--- src/hdl/pva_pkg.sv ---
// Shared types and constants of the polyphonic voice allocator.
`default_nettype none

package pva_pkg;

    typedef enum logic [1:0] {
        OP_NOTE_ON  = 2'd0,
        OP_NOTE_OFF = 2'd1,
        OP_CHOKE    = 2'd2,
        OP_STATUS   = 2'd3
    } op_t;

    localparam logic [2:0] WF_SAW      = 3'd1;
    localparam logic [2:0] WF_TRIANGLE = 3'd2;

    localparam logic [1:0] PHASE_ZERO    = 2'd0;
    localparam logic [1:0] PHASE_QUARTER = 2'd1;
    localparam logic [1:0] PHASE_HALF    = 2'd2;

    localparam logic [7:0] NOTE_NONE = 8'hFF;

    typedef struct packed {
        op_t         operation;
        logic [7:0]  note;
        logic [15:0] velocity;
        logic [2:0]  voice_sel;
        logic        running;
        logic        in_release;
        logic [15:0] level;
    } cmd_t;

    typedef struct packed {
        logic [2:0]  chosen_voice;
        logic        start_voice;
        logic        phase_reset;
        logic [1:0]  start_phase;
        logic [15:0] velocity_out;
        logic [7:0]  release_mask;
        logic        is_choke;
    } result_t;

endpackage

`default_nettype wire

--- src/hdl/pva_voice_mem.sv ---
// Voice table memory with registered read and per-entry valid bits.
`default_nettype none

module pva_voice_mem #(
    parameter int DEPTH = 8,
    parameter int WIDTH = 59,
    parameter int AW = 3,
    parameter logic [WIDTH-1:0] INIT = '0
) (
    input  wire logic             clk,
    input  wire logic             rst_n,
    input  wire logic             rd_en,
    input  wire logic [AW-1:0]    rd_addr,
    output logic      [WIDTH-1:0] rd_data,
    input  wire logic             wr_en,
    input  wire logic [AW-1:0]    wr_addr,
    input  wire logic [WIDTH-1:0] wr_data
);

    logic [WIDTH-1:0] mem [DEPTH];
    logic [DEPTH-1:0] valid_reg;
    logic [WIDTH-1:0] rd_data_reg;
    logic             rd_valid_reg;

    always_ff @(posedge clk)
    begin
        if (wr_en)
        begin
            mem[wr_addr] <= wr_data;
        end
        if (rd_en)
        begin
            rd_data_reg <= mem[rd_addr];
        end
    end

    always_ff @(posedge clk or negedge rst_n)
    begin
        if (!rst_n)
        begin
            valid_reg    <= '0;
            rd_valid_reg <= 1'b0;
        end
        else
        begin
            if (wr_en)
            begin
                valid_reg[wr_addr] <= 1'b1;
            end
            if (rd_en)
            begin
                rd_valid_reg <= valid_reg[rd_addr];
            end
        end
    end

    assign rd_data = rd_valid_reg ? rd_data_reg : INIT;

endmodule

`default_nettype wire

--- src/hdl/pva_ctrl.sv ---
// Sequencer that scans the voice table and performs allocation, release and status updates.
`default_nettype none

module pva_ctrl #(
    parameter int VOICES = 8,
    parameter int LEVEL_BITS = 16,
    parameter int IW = 3,
    parameter int ENTRY_W = 59
) (
    input  wire logic               clk,
    input  wire logic               rst_n,
    input  wire logic               start,
    input  wire pva_pkg::cmd_t      cmd,
    input  wire logic [2:0]         waveform,
    output logic                    busy,
    output logic                    done,
    output pva_pkg::result_t        result,
    output logic                    mem_rd_en,
    output logic      [IW-1:0]      mem_rd_addr,
    input  wire logic [ENTRY_W-1:0] mem_rd_data,
    output logic                    mem_wr_en,
    output logic      [IW-1:0]      mem_wr_addr,
    output logic      [ENTRY_W-1:0] mem_wr_data
);

    import pva_pkg::*;

    localparam int CW = $clog2(VOICES + 1);
    localparam logic [CW-1:0] VOICES_C = CW'(VOICES);
    localparam logic [LEVEL_BITS-1:0] LVL_QUIET =
        LEVEL_BITS'(((1 << LEVEL_BITS) + 999) / 1000);

    typedef struct packed {
        logic                  on;
        logic [7:0]            note;
        logic [31:0]           age;
        logic                  live;
        logic                  rel;
        logic [LEVEL_BITS-1:0] lvl;
    } entry_t;

    typedef enum logic [2:0] {
        S_IDLE,
        S_SCAN,
        S_PICK,
        S_COMMIT,
        S_REL_OUT,
        S_ST_RD,
        S_ST_WR
    } state_t;

    state_t                state_reg;
    cmd_t                  cmd_reg;
    logic [CW-1:0]         cnt_reg;
    logic                  pend_reg;
    logic [IW-1:0]         pidx_reg;
    logic [IW-1:0]         addr_reg;
    logic                  match_found_reg;
    logic [IW-1:0]         match_idx_reg;
    logic                  free_found_reg;
    logic [IW-1:0]         free_idx_reg;
    logic                  rel_found_reg;
    logic [IW-1:0]         rel_idx_reg;
    logic [LEVEL_BITS-1:0] rel_lvl_reg;
    logic [IW-1:0]         old_idx_reg;
    logic [31:0]           old_age_reg;
    logic [VOICES-1:0]     mask_reg;
    logic [31:0]           age_counter_reg;
    logic                  done_reg;
    result_t               result_reg;

    entry_t                  e;
    entry_t                  wr_entry;
    logic                    release_all;
    logic                    hit;
    logic                    note_eq;
    logic [IW-1:0]           pick;
    logic [6:0]              sel_ext;
    logic                    sel_ok;
    logic [LEVEL_BITS+15:0]  lvl_ext;
    logic [VOICES+7:0]       mask_ext;
    logic [IW+2:0]           voice_ext;
    logic                    was_active;
    logic                    phase_rst;
    logic [1:0]              phase;

    always_comb
    begin
        e           = entry_t'(mem_rd_data);
        note_eq     = (e.note == cmd_reg.note);
        release_all = (cmd_reg.operation != OP_NOTE_OFF) || cmd_reg.note[7];
        hit         = e.on && (release_all || note_eq);
        sel_ext     = {4'b0, cmd.voice_sel};
        sel_ok      = (sel_ext < 7'(VOICES));
        lvl_ext     = {{LEVEL_BITS{1'b0}}, cmd_reg.level};
        mask_ext    = {8'b0, mask_reg};
        voice_ext   = {3'b0, addr_reg};
        was_active  = e.on && e.live;
        phase_rst   = !was_active || (e.lvl < LVL_QUIET);
        phase       = PHASE_ZERO;
        if (phase_rst && (waveform == WF_SAW))
        begin
            phase = PHASE_HALF;
        end
        else if (phase_rst && (waveform == WF_TRIANGLE))
        begin
            phase = PHASE_QUARTER;
        end

        if (match_found_reg)
        begin
            pick = match_idx_reg;
        end
        else if (free_found_reg)
        begin
            pick = free_idx_reg;
        end
        else if (rel_found_reg)
        begin
            pick = rel_idx_reg;
        end
        else
        begin
            pick = old_idx_reg;
        end

        mem_rd_en   = 1'b0;
        mem_rd_addr = cnt_reg[IW-1:0];
        mem_wr_en   = 1'b0;
        mem_wr_addr = pidx_reg;
        wr_entry    = e;

        case (state_reg)
            S_SCAN:
            begin
                mem_rd_en = (cnt_reg < VOICES_C);
                if (pend_reg && (cmd_reg.operation != OP_NOTE_ON) && hit && e.live)
                begin
                    mem_wr_en    = 1'b1;
                    wr_entry.rel = 1'b1;
                end
            end
            S_PICK:
            begin
                mem_rd_en   = 1'b1;
                mem_rd_addr = pick;
            end
            S_ST_RD:
            begin
                mem_rd_en   = 1'b1;
                mem_rd_addr = addr_reg;
            end
            S_ST_WR:
            begin
                mem_wr_en     = 1'b1;
                mem_wr_addr   = addr_reg;
                wr_entry.on   = e.on && cmd_reg.running;
                wr_entry.live = cmd_reg.running;
                wr_entry.rel  = cmd_reg.in_release;
                wr_entry.lvl  = lvl_ext[LEVEL_BITS-1:0];
            end
            S_COMMIT:
            begin
                mem_wr_en     = 1'b1;
                mem_wr_addr   = addr_reg;
                wr_entry.on   = 1'b1;
                wr_entry.note = cmd_reg.note;
                wr_entry.age  = age_counter_reg;
                wr_entry.live = 1'b1;
                wr_entry.rel  = 1'b0;
            end
            default:
            begin
                mem_rd_en = 1'b0;
            end
        endcase
        mem_wr_data = wr_entry;
    end

    always_ff @(posedge clk or negedge rst_n)
    begin
        if (!rst_n)
        begin
            state_reg       <= S_IDLE;
            cmd_reg         <= '0;
            cnt_reg         <= '0;
            pend_reg        <= 1'b0;
            pidx_reg        <= '0;
            addr_reg        <= '0;
            match_found_reg <= 1'b0;
            match_idx_reg   <= '0;
            free_found_reg  <= 1'b0;
            free_idx_reg    <= '0;
            rel_found_reg   <= 1'b0;
            rel_idx_reg     <= '0;
            rel_lvl_reg     <= '0;
            old_idx_reg     <= '0;
            old_age_reg     <= '0;
            mask_reg        <= '0;
            age_counter_reg <= '0;
            done_reg        <= 1'b0;
            result_reg      <= '0;
        end
        else
        begin
            done_reg <= 1'b0;
            case (state_reg)
                S_IDLE:
                begin
                    if (start)
                    begin
                        cmd_reg         <= cmd;
                        cnt_reg         <= '0;
                        pend_reg        <= 1'b0;
                        match_found_reg <= 1'b0;
                        free_found_reg  <= 1'b0;
                        rel_found_reg   <= 1'b0;
                        mask_reg        <= '0;
                        if (cmd.operation == OP_STATUS)
                        begin
                            addr_reg <= sel_ext[IW-1:0];
                            if (sel_ok)
                            begin
                                state_reg <= S_ST_RD;
                            end
                        end
                        else
                        begin
                            state_reg <= S_SCAN;
                        end
                    end
                end
                S_SCAN:
                begin
                    pend_reg <= (cnt_reg < VOICES_C);
                    pidx_reg <= cnt_reg[IW-1:0];
                    if (cnt_reg < VOICES_C)
                    begin
                        cnt_reg <= cnt_reg + 1'b1;
                    end
                    if (pend_reg)
                    begin
                        if (cmd_reg.operation == OP_NOTE_ON)
                        begin
                            if (!match_found_reg && e.on && note_eq)
                            begin
                                match_found_reg <= 1'b1;
                                match_idx_reg   <= pidx_reg;
                            end
                            if (!free_found_reg && (!e.on || !e.live))
                            begin
                                free_found_reg <= 1'b1;
                                free_idx_reg   <= pidx_reg;
                            end
                            if (e.rel && (!rel_found_reg || (e.lvl < rel_lvl_reg)))
                            begin
                                rel_found_reg <= 1'b1;
                                rel_idx_reg   <= pidx_reg;
                                rel_lvl_reg   <= e.lvl;
                            end
                            if ((pidx_reg == '0) || (e.age < old_age_reg))
                            begin
                                old_idx_reg <= pidx_reg;
                                old_age_reg <= e.age;
                            end
                        end
                        else if (hit)
                        begin
                            mask_reg[pidx_reg] <= 1'b1;
                        end
                    end
                    if (cnt_reg == VOICES_C)
                    begin
                        state_reg <= (cmd_reg.operation == OP_NOTE_ON) ? S_PICK : S_REL_OUT;
                    end
                end
                S_PICK:
                begin
                    addr_reg  <= pick;
                    state_reg <= S_COMMIT;
                end
                S_COMMIT:
                begin
                    done_reg                <= 1'b1;
                    result_reg              <= '0;
                    result_reg.chosen_voice <= voice_ext[2:0];
                    result_reg.start_voice  <= 1'b1;
                    result_reg.phase_reset  <= phase_rst;
                    result_reg.start_phase  <= phase;
                    result_reg.velocity_out <= cmd_reg.velocity;
                    age_counter_reg         <= age_counter_reg + 32'd1;
                    state_reg               <= S_IDLE;
                end
                S_REL_OUT:
                begin
                    done_reg                <= 1'b1;
                    result_reg              <= '0;
                    result_reg.release_mask <= mask_ext[7:0];
                    result_reg.is_choke     <= (cmd_reg.operation == OP_CHOKE);
                    state_reg               <= S_IDLE;
                end
                S_ST_RD:
                begin
                    state_reg <= S_ST_WR;
                end
                S_ST_WR:
                begin
                    state_reg <= S_IDLE;
                end
                default:
                begin
                    state_reg <= S_IDLE;
                end
            endcase
        end
    end

    assign busy   = (state_reg != S_IDLE);
    assign done   = done_reg;
    assign result = result_reg;

endmodule

`default_nettype wire

--- src/hdl/poly_voice_allocator_core.sv ---
// Top level of the polyphonic voice allocator with voice stealing.
//
// A word is taken when start is high and busy is low; operation selects note on,
// note off, choke or an envelope status report for one voice.
// Note on, note off and choke each give one result word, marked by done for
// exactly one cycle; a status report gives none.
// The voice table sits in one memory with a registered read, scanned one voice
// per cycle; a note off or choke then passes the release output state before
// done, and a note on passes the pick and commit states.
// A status report keeps busy high for a read, modify and write of one entry.
// One word is worked on at a time; busy is low in the cycle that done is high,
// so the next word may be taken there. The user writes the waveform register
// through cfg_we and cfg_wdata only while idle; the block does not enforce it.
// Reset clears the waveform, the age counter and the voice table, whose entries
// read as free voices until first written.
// The receiver cannot stall: each result must be taken in its done cycle.
`default_nettype none

module poly_voice_allocator_core #(
    parameter int VOICES = 8,
    parameter int LEVEL_BITS = 16
) (
    input  wire logic        clk,
    input  wire logic        rst_n,
    input  wire logic        start,
    output logic             busy,
    input  wire logic [1:0]  operation,
    input  wire logic [7:0]  note,
    input  wire logic [15:0] velocity,
    input  wire logic [2:0]  voice_sel,
    input  wire logic        env_running,
    input  wire logic        env_in_release,
    input  wire logic [15:0] env_level,
    input  wire logic        cfg_we,
    input  wire logic [2:0]  cfg_wdata,
    output logic             done,
    output logic [2:0]       chosen_voice,
    output logic             start_voice,
    output logic             phase_reset,
    output logic [1:0]       start_phase,
    output logic [15:0]      velocity_out,
    output logic [7:0]       release_mask,
    output logic             is_choke
);

    import pva_pkg::*;

    localparam int IW = (VOICES > 1) ? $clog2(VOICES) : 1;
    localparam int ENTRY_W = 1 + 8 + 32 + 1 + 1 + LEVEL_BITS;
    localparam logic [ENTRY_W-1:0] ENTRY_INIT = {1'b0, NOTE_NONE, {(ENTRY_W - 9){1'b0}}};

    logic [2:0]         waveform_reg;
    cmd_t               cmd;
    result_t            result;
    logic               mem_rd_en;
    logic [IW-1:0]      mem_rd_addr;
    logic [ENTRY_W-1:0] mem_rd_data;
    logic               mem_wr_en;
    logic [IW-1:0]      mem_wr_addr;
    logic [ENTRY_W-1:0] mem_wr_data;

    always_ff @(posedge clk or negedge rst_n)
    begin
        if (!rst_n)
        begin
            waveform_reg <= '0;
        end
        else if (cfg_we)
        begin
            waveform_reg <= cfg_wdata;
        end
    end

    always_comb
    begin
        cmd.operation  = op_t'(operation);
        cmd.note       = note;
        cmd.velocity   = velocity;
        cmd.voice_sel  = voice_sel;
        cmd.running    = env_running;
        cmd.in_release = env_in_release;
        cmd.level      = env_level;
    end

    pva_voice_mem #(
        .DEPTH (VOICES),
        .WIDTH (ENTRY_W),
        .AW    (IW),
        .INIT  (ENTRY_INIT)
    ) u_mem (
        .clk     (clk),
        .rst_n   (rst_n),
        .rd_en   (mem_rd_en),
        .rd_addr (mem_rd_addr),
        .rd_data (mem_rd_data),
        .wr_en   (mem_wr_en),
        .wr_addr (mem_wr_addr),
        .wr_data (mem_wr_data)
    );

    pva_ctrl #(
        .VOICES     (VOICES),
        .LEVEL_BITS (LEVEL_BITS),
        .IW         (IW),
        .ENTRY_W    (ENTRY_W)
    ) u_ctrl (
        .clk         (clk),
        .rst_n       (rst_n),
        .start       (start),
        .cmd         (cmd),
        .waveform    (waveform_reg),
        .busy        (busy),
        .done        (done),
        .result      (result),
        .mem_rd_en   (mem_rd_en),
        .mem_rd_addr (mem_rd_addr),
        .mem_rd_data (mem_rd_data),
        .mem_wr_en   (mem_wr_en),
        .mem_wr_addr (mem_wr_addr),
        .mem_wr_data (mem_wr_data)
    );

    assign chosen_voice = result.chosen_voice;
    assign start_voice  = result.start_voice;
    assign phase_reset  = result.phase_reset;
    assign start_phase  = result.start_phase;
    assign velocity_out = result.velocity_out;
    assign release_mask = result.release_mask;
    assign is_choke     = result.is_choke;

    a_done_idle: assert property (@(posedge clk) disable iff (!rst_n)
        done |-> !busy)
        else $error("result word shown while sequencer still busy");

    a_status_silent: assert property (@(posedge clk) disable iff (!rst_n)
        (start && !busy && (operation == OP_STATUS)) |=> !done)
        else $error("status report produced a result word");

    a_note_on_clean: assert property (@(posedge clk) disable iff (!rst_n)
        (done && start_voice) |-> ((release_mask == 8'd0) && !is_choke))
        else $error("note-on result carries a release mask");

    a_phase_gated: assert property (@(posedge clk) disable iff (!rst_n)
        (done && !phase_reset) |-> (start_phase == PHASE_ZERO))
        else $error("start phase given without phase reset");

endmodule

`default_nettype wire

--- config.mk ---
export PLATFORM = sky130hd
export DESIGN_NAME = poly_voice_allocator_core
export DESIGN_NICKNAME = d
export VERILOG_FILES = /design/src/hdl/pva_pkg.sv /design/src/hdl/pva_voice_mem.sv /design/src/hdl/pva_ctrl.sv /design/src/hdl/poly_voice_allocator_core.sv
export SDC_FILE = /design/constraint.sdc
export NUM_CORES = 1
export LEC_CHECK = 0
export ABC_CLOCK_PERIOD_IN_PS = 6400
export CORE_MARGIN = 5
export CORE_UTILIZATION = 50
export CTS_CLUSTER_DIAMETER = 200
export DETAILED_ROUTE_END_ITERATION = 16
export DONT_BUFFER_PORTS = 1
export HOLD_SLACK_MARGIN = 0.05
export SLEW_MARGIN = 25
export SYNTH_ARGS = -nofsm -noshare
export SYNTH_HDL_FRONTEND = slang
export SYNTH_SLANG_ARGS = --single-unit
--- constraint.sdc ---
create_clock -name clk -period 6.4 [get_ports clk]
set_input_delay 0.64 -clock clk [delete_from_list [all_inputs] [get_ports clk]]
set_output_delay 0.64 -clock clk [all_outputs]
set_load 0.005 [all_outputs]
* Word-level counts from Yosys, hierarchy flattened
Memory sizes are Yosys's and may differ from the RTL's. A register that Yosys moved wholly into a read port is not among the register bits.
Cells that the tools add are included.
** Storage, ports and cells
- Register bits :: 206
- Word-level logic and storage cells :: 178
- Memories :: 1
- Memory bits (writable) :: 472
- Input bits :: 54
- Output and inout bits :: 34
** Memory list
- u_mem.mem :: words 8, width 59, read ports 1, clocked after memory_dff 1, write ports 1, RTL line pva_voice_mem.sv:20 : logic [WIDTH-1:0] mem [DEPTH];
** Operators by class
- Eq/ne operators :: 24
- Mux-type cells :: 57
- Reduce and logical (&&, ||, !) cells :: 50
- Bitwise gates (word level) :: 2
- Order comparisons :: 9
- Add/sub/neg operators :: 2
** Operators by type and width (number)
- $pmux 32 s2 :: 1
- $mux 59 :: 1
- $mux 40 :: 1
- $add 32x1->32 const B :: 1
- $lt 32x32->1 :: 1
- $mux 8 :: 4
- $mux 3 :: 10
- $ne 2x1->1 const B :: 10
- $reduce_and 5->1 :: 4
- $mux 1 :: 19
- $lt 16x16->1 :: 1
- $lt 16x7->1 const B :: 1
- $mux 16 :: 1
- $or 8x8->8 :: 2
- $pmux 1 s2 :: 8
- $pmux 8 s2 :: 1
- $reduce_and 4->1 :: 4
- $logic_and 1x1->1 :: 14
- $lt 3x4->1 const B :: 3
- $pmux 3 s2 :: 2
- $pmux 3 s4 :: 1
- $eq 3x2->1 const B :: 3
- $eq 3x3->1 const B :: 3
- $eq 8x8->1 :: 1
- 22 further kinds :: 47

* Longest topological paths before layout
Gate-level depths: netlist of the first run.
- Depth in word-level cells :: 10
- Gate-level depth with buffers :: 14

* Modules after synthesis
A second synthesis of the first run with hierarchy kept.
** Unflattened totals
- Cells, all modules :: 1866
- Area total of the unflattened synthesis :: 30419.2 um^2
** By module, submodules not included
- pva_voice_mem :: instances 1, cells each 844, sequential area each 16170.5 um^2, area each 20279.4 um^2
- pva_ctrl :: instances 1, cells each 1016, sequential area each 4854.7 um^2, area each 10030.9 um^2
- poly_voice_allocator_core :: instances 1, cells each 6, sequential area each 75.1 um^2, area each 108.9 um^2

* Least setup slack after synthesis of the first run
OpenSTA, ideal clock, no wires.
- Kind :: reg2reg
- Start :: register u_ctrl.state_reg[1]
- End :: register u_mem.rd_valid_reg
- Path slack :: 640 ps
- Required time :: 6239 ps
- Stages on the path, launching flop included :: 7
- Buffers on the path :: 2
- Data arrival time :: 5599 ps
- Cells stage by stage :: dfrtp_1 buf_4 clkbuf_1 nand2b_1 o21ai_0 nand3_1 o211ai_1
** Between the ends
- Elaborated cells on any way between the ends :: 8
** RTL lines
- from (decl) :: RTL line pva_ctrl.sv:52 : state_t state_reg;
- from (signal assigned) :: RTL line pva_ctrl.sv:274 : state_reg <= (cmd_reg.operation == OP_NOTE_ON) ? S_PICK : S_REL_OUT;
- $eq 3x2->1 / $eq 3x3->1 (equally long branches) :: RTL line pva_ctrl.sv:133 : case (state_reg)
- $reduce_or 2->1 (no line)
- $pmux 1 s2 * :: RTL line pva_ctrl.sv:133
- via mem_rd_en :: RTL line poly_voice_allocator_core.sv:55 : logic mem_rd_en;
- to (signal assigned) :: RTL line pva_voice_mem.sv:52 : rd_valid_reg <= valid_reg[rd_addr];
- to (decl) :: RTL line pva_voice_mem.sv:23 : logic rd_valid_reg;
Mark *: on every way through the listed nets, which the timed path passes. The rest lies on a longest branch. The select of a mux whose other input is x is not followed.
A chain may end at the register's enable or synchronous reset.

* Worst setup path after layout of the first run
- Start :: register u_mem.rd_valid_reg
- End :: register u_ctrl.rel_idx_reg[2]
** Between the ends
- Longest elaborated chain between the ends :: 5
** RTL lines
- $mux 59 :: RTL line pva_voice_mem.sv:57 : assign rd_data = rd_valid_reg ? rd_data_reg : INIT;
- via mem_rd_data[5] :: RTL line poly_voice_allocator_core.sv:57 : logic [ENTRY_W-1:0] mem_rd_data;
- $lt 16x16->1 :: RTL line pva_ctrl.sv:255 : if (e.rel && (!rel_found_reg || (e.lvl < rel_lvl_reg)))
- $logic_or 1x1->1 :: RTL line pva_ctrl.sv:255
- $logic_and 1x1->1 :: RTL line pva_ctrl.sv:255
- $reduce_and 4->1 (no line)
- to (signal assigned) :: RTL line pva_ctrl.sv:258 : rel_idx_reg <= pidx_reg;
- to (decl) :: RTL line pva_ctrl.sv:63 : logic [IW-1:0] rel_idx_reg;
The timed path passes the listed nets, and every way through them passes these cells.

==> flow_metrics.tcl, run 1 <==
set metrics [dict create \
    cts.hold.buffers_added 1 \
    core-area_um2 61400 \
    nNetsFinal 2692 \
    tritoncts "done" \
    cts_max_level 3 \
    proportion_of_layout_cells_with_a_drive_suffix_above_1 0.0815 \
    first_global_vias 19400 \
    fin_ws_ns 2.23 \
    final_cell_count_no_fill 3439 \
    number_of_diodes 0 \
    detail_route.wirelength_um 71900 \
    power.share.sequential 0.389 \
    postSynthAreaPerCell_um2 11.8 \
    post-cts-setup-buffer-count 0 \
    maxCapViolations 0 \
    number_of_vias_in_the_routed_layout 19700 \
    met2_demand_to_capacity_share_in_global_routing 0.357 \
    min-delay-path-class "in -> reg" \
    grt_start_max_net_pins 207 \
    report.final.setup_viol 0 \
    worst_r2r_startpoint "u_mem.rd_valid_reg$_DFFE_PN0P_" \
    detailedRoute.firstPassIterationCount 7 \
    postSynth.topFlopCell "sky130_fd_sc_hd__edfxtp_1" \
    start_kind "flip-flop" \
    worstMarginPinSlew_ns 1.04 \
    net-switching-power_mw 7.03 \
    period_share 0.651 \
    synthesis.yosys.warnings 0 \
    path_clk_slew_ns 0.06 \
    power_report.internal_total_mw 11.4 \
    reg2reg_slack_ns 2.23 \
    synth_edf_count 531 \
    tns_ns 0 \
    max-slew-margin-rel 0.300 \
    timing.hold.worst_path_depth 2 \
    worst_ir_drop_vdd_uv 569 \
    final_hold_violation_count 0 \
    power_frac_comb 0.376 \
    hold_start "velocity[15]" \
    dp_hpwl_um 40700 \
    worst_r2r_path_depth 12 \
    postRouteAntennaNets 0 \
    yosysUniqueCellTypes 60 \
    synthesis.area_um2 30900 \
    outcome "finished, final reports clean" \
    period_minus_slack_ns 4.17 \
    global_route.usage.total 0.214 \
    rsz0062_at_grt "false" \
    number_of_antenna_violations_at_the_first_check_in_global_routing 0 \
    portBuffers 0 \
    gr_peak_layer "met2" \
    r2r_end "u_ctrl.rel_idx_reg[2]$_DFFE_PN0P_" \
    number_of_pins_with_negative_max_slew_slack_in_the_final_report 0 \
    postSynth.asyncResetShare 0.280 \
    worst_hold_end "u_ctrl.cmd_reg[36]$_DFFE_PN0P_" \
    die_w_um 258 \
    flip_flop_count_of_the_largest_register_after_layout 472 \
    synth_sequential_area_ratio 0.684 \
    wire_per_inst_um 20.9 \
    placed_cells_incl_taps 3296 \
    via_per_inst 5.74 \
    synth_seq_cells 737 \
    dpl_ws_ns 2.27 \
    finalWeightedCongestion 0.819 \
    numCtsBuffers 78 \
    area_growth_syn_to_layout_pct 10.8 \
    std_cell_rows 91 \
    synthCells 2619 \
    worst-path-max-fanout 39 \
    cell_at_the_root_of_the_clock_tree "sky130_fd_sc_hd__clkbuf_16" \
    post_route_drc_violation_count 0 \
    grt_first_pass_wirelength_um 113000 \
    globalRouteMet1Util 0.298 \
    cp_data_arrival_time_ns 4.65 \
    start_util 0.503 \
    leakage_nw 13.5 \
    die_h_um 258 \
    grtUsageMet3 0.0319 \
    switching_share 0.382 \
    power.clock.fraction 0.236 \
    tritoncts_num_sinks 737 \
    drtIter0Drc 1763 \
    max_freq_mhz 240 \
    power.density_nw_per_um2 538 \
    required_ns 6.89 \
    clockBufferDepth 3 \
    critical_path_start_end_classification "reg -> reg" \
    syn_nets 2722 \
    finClkSkew_ns 0.0216 \
    floorplan.io_pins 88 \
    end_kind "flip-flop" \
    dieArea_um2 66800 \
    grt.overflow.total 0 \
    cts_resized 0 \
    insertion_delay_ns 0.62 \
]
[how the worst max path moves through the flow]
stage / slack, ns / cells after the start / endpoint / from
2_1_floorplan: 0.64 / 6 / u_mem.rd_valid_reg$_DFFE_PN0P_ / u_ctrl.state_reg[1]$_DFFE_PN0P_
3_3_place_gp: 2.21 / 8 / u_mem.mem[7][18]$_DFFE_PP_ / u_mem.rd_valid_reg$_DFFE_PN0P_
3_5_place_dp: 2.27 / 8 / u_mem.mem[6][18]$_DFFE_PP_ / u_mem.rd_valid_reg$_DFFE_PN0P_
4_1_cts: 2.22 / 8 / u_mem.mem[6][19]$_DFFE_PP_ / u_mem.rd_valid_reg$_DFFE_PN0P_
5_1_grt: 1.95 / 12 / u_ctrl.old_age_reg[9]$_DFFE_PN0P_ / u_mem.rd_valid_reg$_DFFE_PN0P_
6_report: 2.23 / 12 / u_ctrl.rel_idx_reg[2]$_DFFE_PN0P_ / u_mem.rd_valid_reg$_DFFE_PN0P_
[cell families after synthesis]
group | after synthesis | share of synthesized area
buf+inv | 270 | 0.0369
simple gates | 1121 | 0.154
fa+ha+maj | 49 | 0.0199
compound gates | 378 | 0.0859
xor+xnor | 36 | 0.0102
flops | 737 | 0.684
mux | 28 | 0.00940
[area by class of cell]
cell class              count  area, um^2
fillers                  5058       27200
flip-flops and latches    737       21100
multi-input cells        1612        8780
clock buffers             100        2140
well taps                 790         988
inverters                 120         450
repair buffers             40         412
clock inverters            40         308
[synthesized netlist by cell type, drive strengths merged (5+ instances only)]
library cell	count	area share
clkbuf	80	0.0097
nand3	140	0.023
xor2	12	0.0034
o21bai	8	0.0019
inv	120	0.015
a21oi	33	0.0054
nand4	8	0.0016
xnor2	24	0.0068
and4	5	0.0014
a311oi	59	0.017
nor2b	7	0.0014
and3	72	0.015
and2	6	0.0012
a22o	27	0.0077
o21ai	122	0.020
nor2	46	0.0056
a31o	60	0.017
dfrtp	206	0.17
nand2	799	0.097
mux2i	20	0.0065
edfxtp	531	0.52
a21o	12	0.0029
a31oi	16	0.0032
buf	70	0.013
nor3	14	0.0023
nor3b	6	0.0016
ha	49	0.020
mux2	8	0.0029
o22ai	8	0.0021
[cells in the final DEF, fill, tap and decap left out, types with 5 or more instances in the layout]
cell type and instances:
sky130_fd_sc_hd__a21o_1 12, sky130_fd_sc_hd__a21oi_1 32, sky130_fd_sc_hd__a22o_1 27, sky130_fd_sc_hd__a311oi_1 59, sky130_fd_sc_hd__a31o_1 23, sky130_fd_sc_hd__a31o_2 37, sky130_fd_sc_hd__a31oi_1 15, sky130_fd_sc_hd__and2_1 6
sky130_fd_sc_hd__and3_1 72, sky130_fd_sc_hd__and4_1 5, sky130_fd_sc_hd__buf_4 30, sky130_fd_sc_hd__clkbuf_1 16, sky130_fd_sc_hd__clkbuf_16 82, sky130_fd_sc_hd__clkinv_1 17, sky130_fd_sc_hd__clkinv_2 12, sky130_fd_sc_hd__dfrtp_1 205
sky130_fd_sc_hd__edfxtp_1 531, sky130_fd_sc_hd__ha_1 49, sky130_fd_sc_hd__inv_1 120, sky130_fd_sc_hd__mux2_2 8, sky130_fd_sc_hd__mux2i_1 20, sky130_fd_sc_hd__nand2_1 799, sky130_fd_sc_hd__nand3_1 139, sky130_fd_sc_hd__nand4_1 8
sky130_fd_sc_hd__nor2_1 36, sky130_fd_sc_hd__nor2_4 8, sky130_fd_sc_hd__nor2b_1 7, sky130_fd_sc_hd__nor3_1 13, sky130_fd_sc_hd__nor3b_1 5, sky130_fd_sc_hd__o21ai_0 110, sky130_fd_sc_hd__o21ai_1 10, sky130_fd_sc_hd__o21bai_1 8
sky130_fd_sc_hd__o22ai_1 6, sky130_fd_sc_hd__xnor2_1 24, sky130_fd_sc_hd__xor2_1 12
[metal layers]
| layer | wire length, um | vias up |
|---|---|---|
| met4 | 1610 | 0 |
| met1 | 31500 | 9896 |
| met2 | 35300 | 501 |
| met5 | 0 | - |
| li1 | - | 9218 |
| met3 | 3530 | 112 |
[power groups by stage]
stage | sequential, mW | combinational [mW] | clock (mW)
final | 7.15 | 6.92 | 4.34
after global routing | 7.23 | 7.73 | 4.65
after CTS | 7.15 | 6.99 | 4.44
after detailed placement | 7.23 | 6.94 | 0
after global placement | 7.22 | 6.77 | 0
after floorplan | 6.99 | 5.14 | 0
[critical path: stages (launching register included)]
cell	delay, ns
sky130_fd_sc_hd__dfrtp_2	0.84
sky130_fd_sc_hd__buf_4	0.57
sky130_fd_sc_hd__nand2_1	0.17
sky130_fd_sc_hd__inv_1	0.09
sky130_fd_sc_hd__ha_1	0.25
sky130_fd_sc_hd__a21o_1	0.17
sky130_fd_sc_hd__a21o_1	0.18
sky130_fd_sc_hd__a21oi_1	0.14
sky130_fd_sc_hd__nor3_1	0.06
sky130_fd_sc_hd__or4_1	0.54
sky130_fd_sc_hd__a21oi_2	0.24
sky130_fd_sc_hd__buf_4	0.35
sky130_fd_sc_hd__mux2_2	0.37
[through the flow]
step,util,power (mW),instance area (um^2),hold WS [ns]
after global routing,0.557,19.6,34200,0.107
after global placement,0.515,14.0,31600,0.350
after detailed placement,0.516,14.2,31700,0.351
final,0.557,18.4,34200,0.127
after CTS,0.556,18.6,34100,0.0891
after floorplan,-,12.1,30900,0.344
Note: power is estimated with default switching activity, not from simulation.
==> run 2: changes to the inputs <==
ABC_CLOCK_PERIOD_IN_PS = 3600   (was 6400)
PLACE_DENSITY = 0.68   (was unset)
clock period = 3.6 ns   (was 6.4 ns; I/O delays follow)
==> run 2 against run 1 <==
  * The flow now finishes with violations (negative hold slack)
  * Die area unchanged
  * Critical path depth down 4
  * Total power grew 82%
  * Clock skew rose by 0.0073 ns
  * Non-clock buffer count increased by 101
  * Register-to-register slack got worse by 2.0 ns
  * Final cell count rose by 2.8%
  * Global-route usage hardly changed
  * Core utilization is 2.0 points higher
  * Critical path type unchanged
  * Critical endpoint is now u_mem.mem[5][42]$_DFFE_PP_
  * Largest power group is now combinational cells
  * Highest routed layer unchanged
==> flow_metrics.tcl, run 2 (synthesis results as in run 1) <==
set metrics [dict create \
    outcome "complete, but fails checks" \
    violations "negative hold slack" \
    global_route.usage.total 0.214 \
    area_growth_syn_to_layout_pct 14.7 \
    cp_data_arrival_time_ns 3.65 \
    die_w_um 258 \
    cells_along_the_critical_path "inv_1 > nor4_1 > o2111ai_1 > a31oi_1 > a31oi_1 > buf_4 > nor2_4 > buf_4" \
    std_cell_rows 91 \
    dpl_ws_ns 0.201 \
    via_per_inst 5.77 \
    final_cell_mix "799 x sky130_fd_sc_hd__nand2_1, 531 x sky130_fd_sc_hd__edfxtp_1, 205 x sky130_fd_sc_hd__dfrtp_1" \
    min-delay-path-class "in -> async" \
    whs_ns -0.558 \
    tns_ns 0 \
    first_global_vias 20100 \
    cell_at_the_root_of_the_clock_tree "sky130_fd_sc_hd__clkbuf_16" \
    grt.overflow.total 0 \
    layout.filler_cells 4806 \
    critical_path_start_end_classification "reg -> reg" \
    max_freq_mhz 300 \
    leakage_nw 14.1 \
    insertion_delay_ns 0.62 \
    post_route_drc_violation_count 0 \
    fin_ws_ns 0.264 \
    cts_max_level 3 \
    placed_cells_incl_taps 3348 \
    grt_first_pass_wirelength_um 114000 \
    detailedRoute.firstPassIterationCount 7 \
    place_area_um2 32500 \
    dieArea_um2 66800 \
    final_hold_violation_count 206 \
    worst_path_max_delay_cell "sky130_fd_sc_hd__dfrtp_2" \
    number_of_pins_with_negative_max_slew_slack_in_the_final_report 0 \
    path_clk_slew_ns 0.06 \
    power_mw 33.5 \
    clockBufferDepth 3 \
    most_frequent_standard_cell_in_the_layout_excluding_fill_and_tap_cells "sky130_fd_sc_hd__nand2_1" \
    worst_r2r_path_depth 8 \
    net-switching-power_mw 12.6 \
    worstMarginPinSlew_ns 1.02 \
    power_report.internal_total_mw 20.9 \
    core-area_um2 61400 \
    slowest_stage_delay_on_critical_path_ns 0.70 \
    wire_per_inst_um 20.4 \
    detail_route.wirelength_um 72300 \
    worst_r2r_startpoint "u_mem.rd_valid_reg$_DFFE_PN0P_" \
    final_cell_area_um2 35400 \
    post-cts-setup-buffer-count 0 \
    start_util 0.503 \
    period_minus_slack_ns 3.34 \
    drtIter0Drc 1856 \
    maxCapViolations 0 \
    rsz0062_at_grt "false" \
    proportion_of_layout_cells_with_a_drive_suffix_above_1 0.0958 \
    dp_hpwl_um 43900 \
    number_of_vias_in_the_routed_layout 20400 \
    power.density_nw_per_um2 947 \
    power.clock.fraction 0.227 \
    portBuffers 0 \
    switching_share 0.377 \
    worst-path-max-fanout 22 \
    floorplan.io_pins 88 \
    r2r_end "u_mem.mem[5][42]$_DFFE_PP_" \
    tritoncts "done" \
    power_frac_comb 0.394 \
    power.share.sequential 0.378 \
    postRouteAntennaNets 0 \
    finClkSkew_ns 0.0290 \
    tritoncts_num_sinks 737 \
    grt_start_max_net_pins 207 \
    period_share 0.927 \
    cts.hold.buffers_added 52 \
    finalWeightedCongestion 0.840 \
    worst_ir_drop_vdd_uv 717 \
    reg2reg_slack_ns 0.26 \
    numCtsBuffers 76 \
    die_h_um 258 \
    report.final.setup_viol 0 \
    start_kind "flip-flop" \
    end_kind "flip-flop" \
    nNetsFinal 2791 \
    required_ns 3.92 \
    max-slew-margin-rel 0.314 \
    final_cell_count_no_fill 3537 \
    number_of_antenna_violations_at_the_first_check_in_global_routing 1 \
    flip_flop_count_of_the_largest_register_after_layout 472 \
]
[run 2: repair_timing]
item,4_1_cts,5_1_grt
hold endpoints to repair,261,206
resized for setup,0,1
setup endpoints to repair,0,33
[run 2: worst max-delay path by stage]
stage | depth (start not counted) | start | slack [ns] | to
floorplan | 7 | u_mem.rd_valid_reg$_DFFE_PN0P_ | -0.16 | u_mem.mem[4][0]$_DFFE_PP_
global placement | 12 | u_mem.rd_valid_reg$_DFFE_PN0P_ | 0.30 | u_ctrl.old_age_reg[5]$_DFFE_PN0P_
detailed placement | 12 | u_mem.rd_valid_reg$_DFFE_PN0P_ | 0.20 | u_ctrl.old_age_reg[19]$_DFFE_PN0P_
CTS | 12 | u_mem.rd_valid_reg$_DFFE_PN0P_ | 0.17 | u_ctrl.old_age_reg[16]$_DFFE_PN0P_
global route | 12 | u_mem.rd_valid_reg$_DFFE_PN0P_ | 0.005 | u_ctrl.old_age_reg[17]$_DFFE_PN0P_
finish | 8 | u_mem.rd_valid_reg$_DFFE_PN0P_ | 0.26 | u_mem.mem[5][42]$_DFFE_PP_
[run 2: per-stage QoR]
step / hold slack (ns) / utilization
6_report: -0.558 / 0.577
4_1_cts: -0.596 / 0.577
3_5_place_dp: 0.0703 / 0.529
5_1_grt: -0.582 / 0.577
2_1_floorplan: 0.0644 / -
3_3_place_gp: 0.0697 / 0.529
[run 2: final cells by class]
cell class / count / area, um^2 / share of cell area
antenna: 1 / 2.50 / 0.0000707
clock buffer: 101 / 2120 / 0.0599
clock inverter: 35 / 293 / 0.00827
inverter: 120 / 450 / 0.0127
multi-input combinational: 1612 / 8780 / 0.248
sequential: 737 / 21100 / 0.596
tap: 790 / 988 / 0.0279
timing repair buffer: 141 / 1670 / 0.0471
[run 2: power groups by stage]
stage	clock network [mW]	registers, mW	logic [mW]
6_report	7.62	12.7	13.2
2_1_floorplan	0	12.4	9.15
3_3_place_gp	0	12.8	12.8
5_1_grt	8.15	12.8	14.6
4_1_cts	7.79	12.7	13.3
3_5_place_dp	0	12.8	13.1
[run 2: routing by layer]
layer	GRT usage	up-vias	share of wire
li1	-	9409	-
met1	0.306	10200	0.44
met2	0.347	647	0.48
met3	0.0342	110	0.060
met4	0.0602	0	0.021
met5	0	-	0
[run 2: worst max-delay path: cells and delay by family, from the launching register on]
kind                   cells  cell delay, ns
AOI/OAI and AO/OA          3            0.89
and+or+nand+nor            2            0.76
buffers and inverters      3            0.68
DFF                        1            0.70
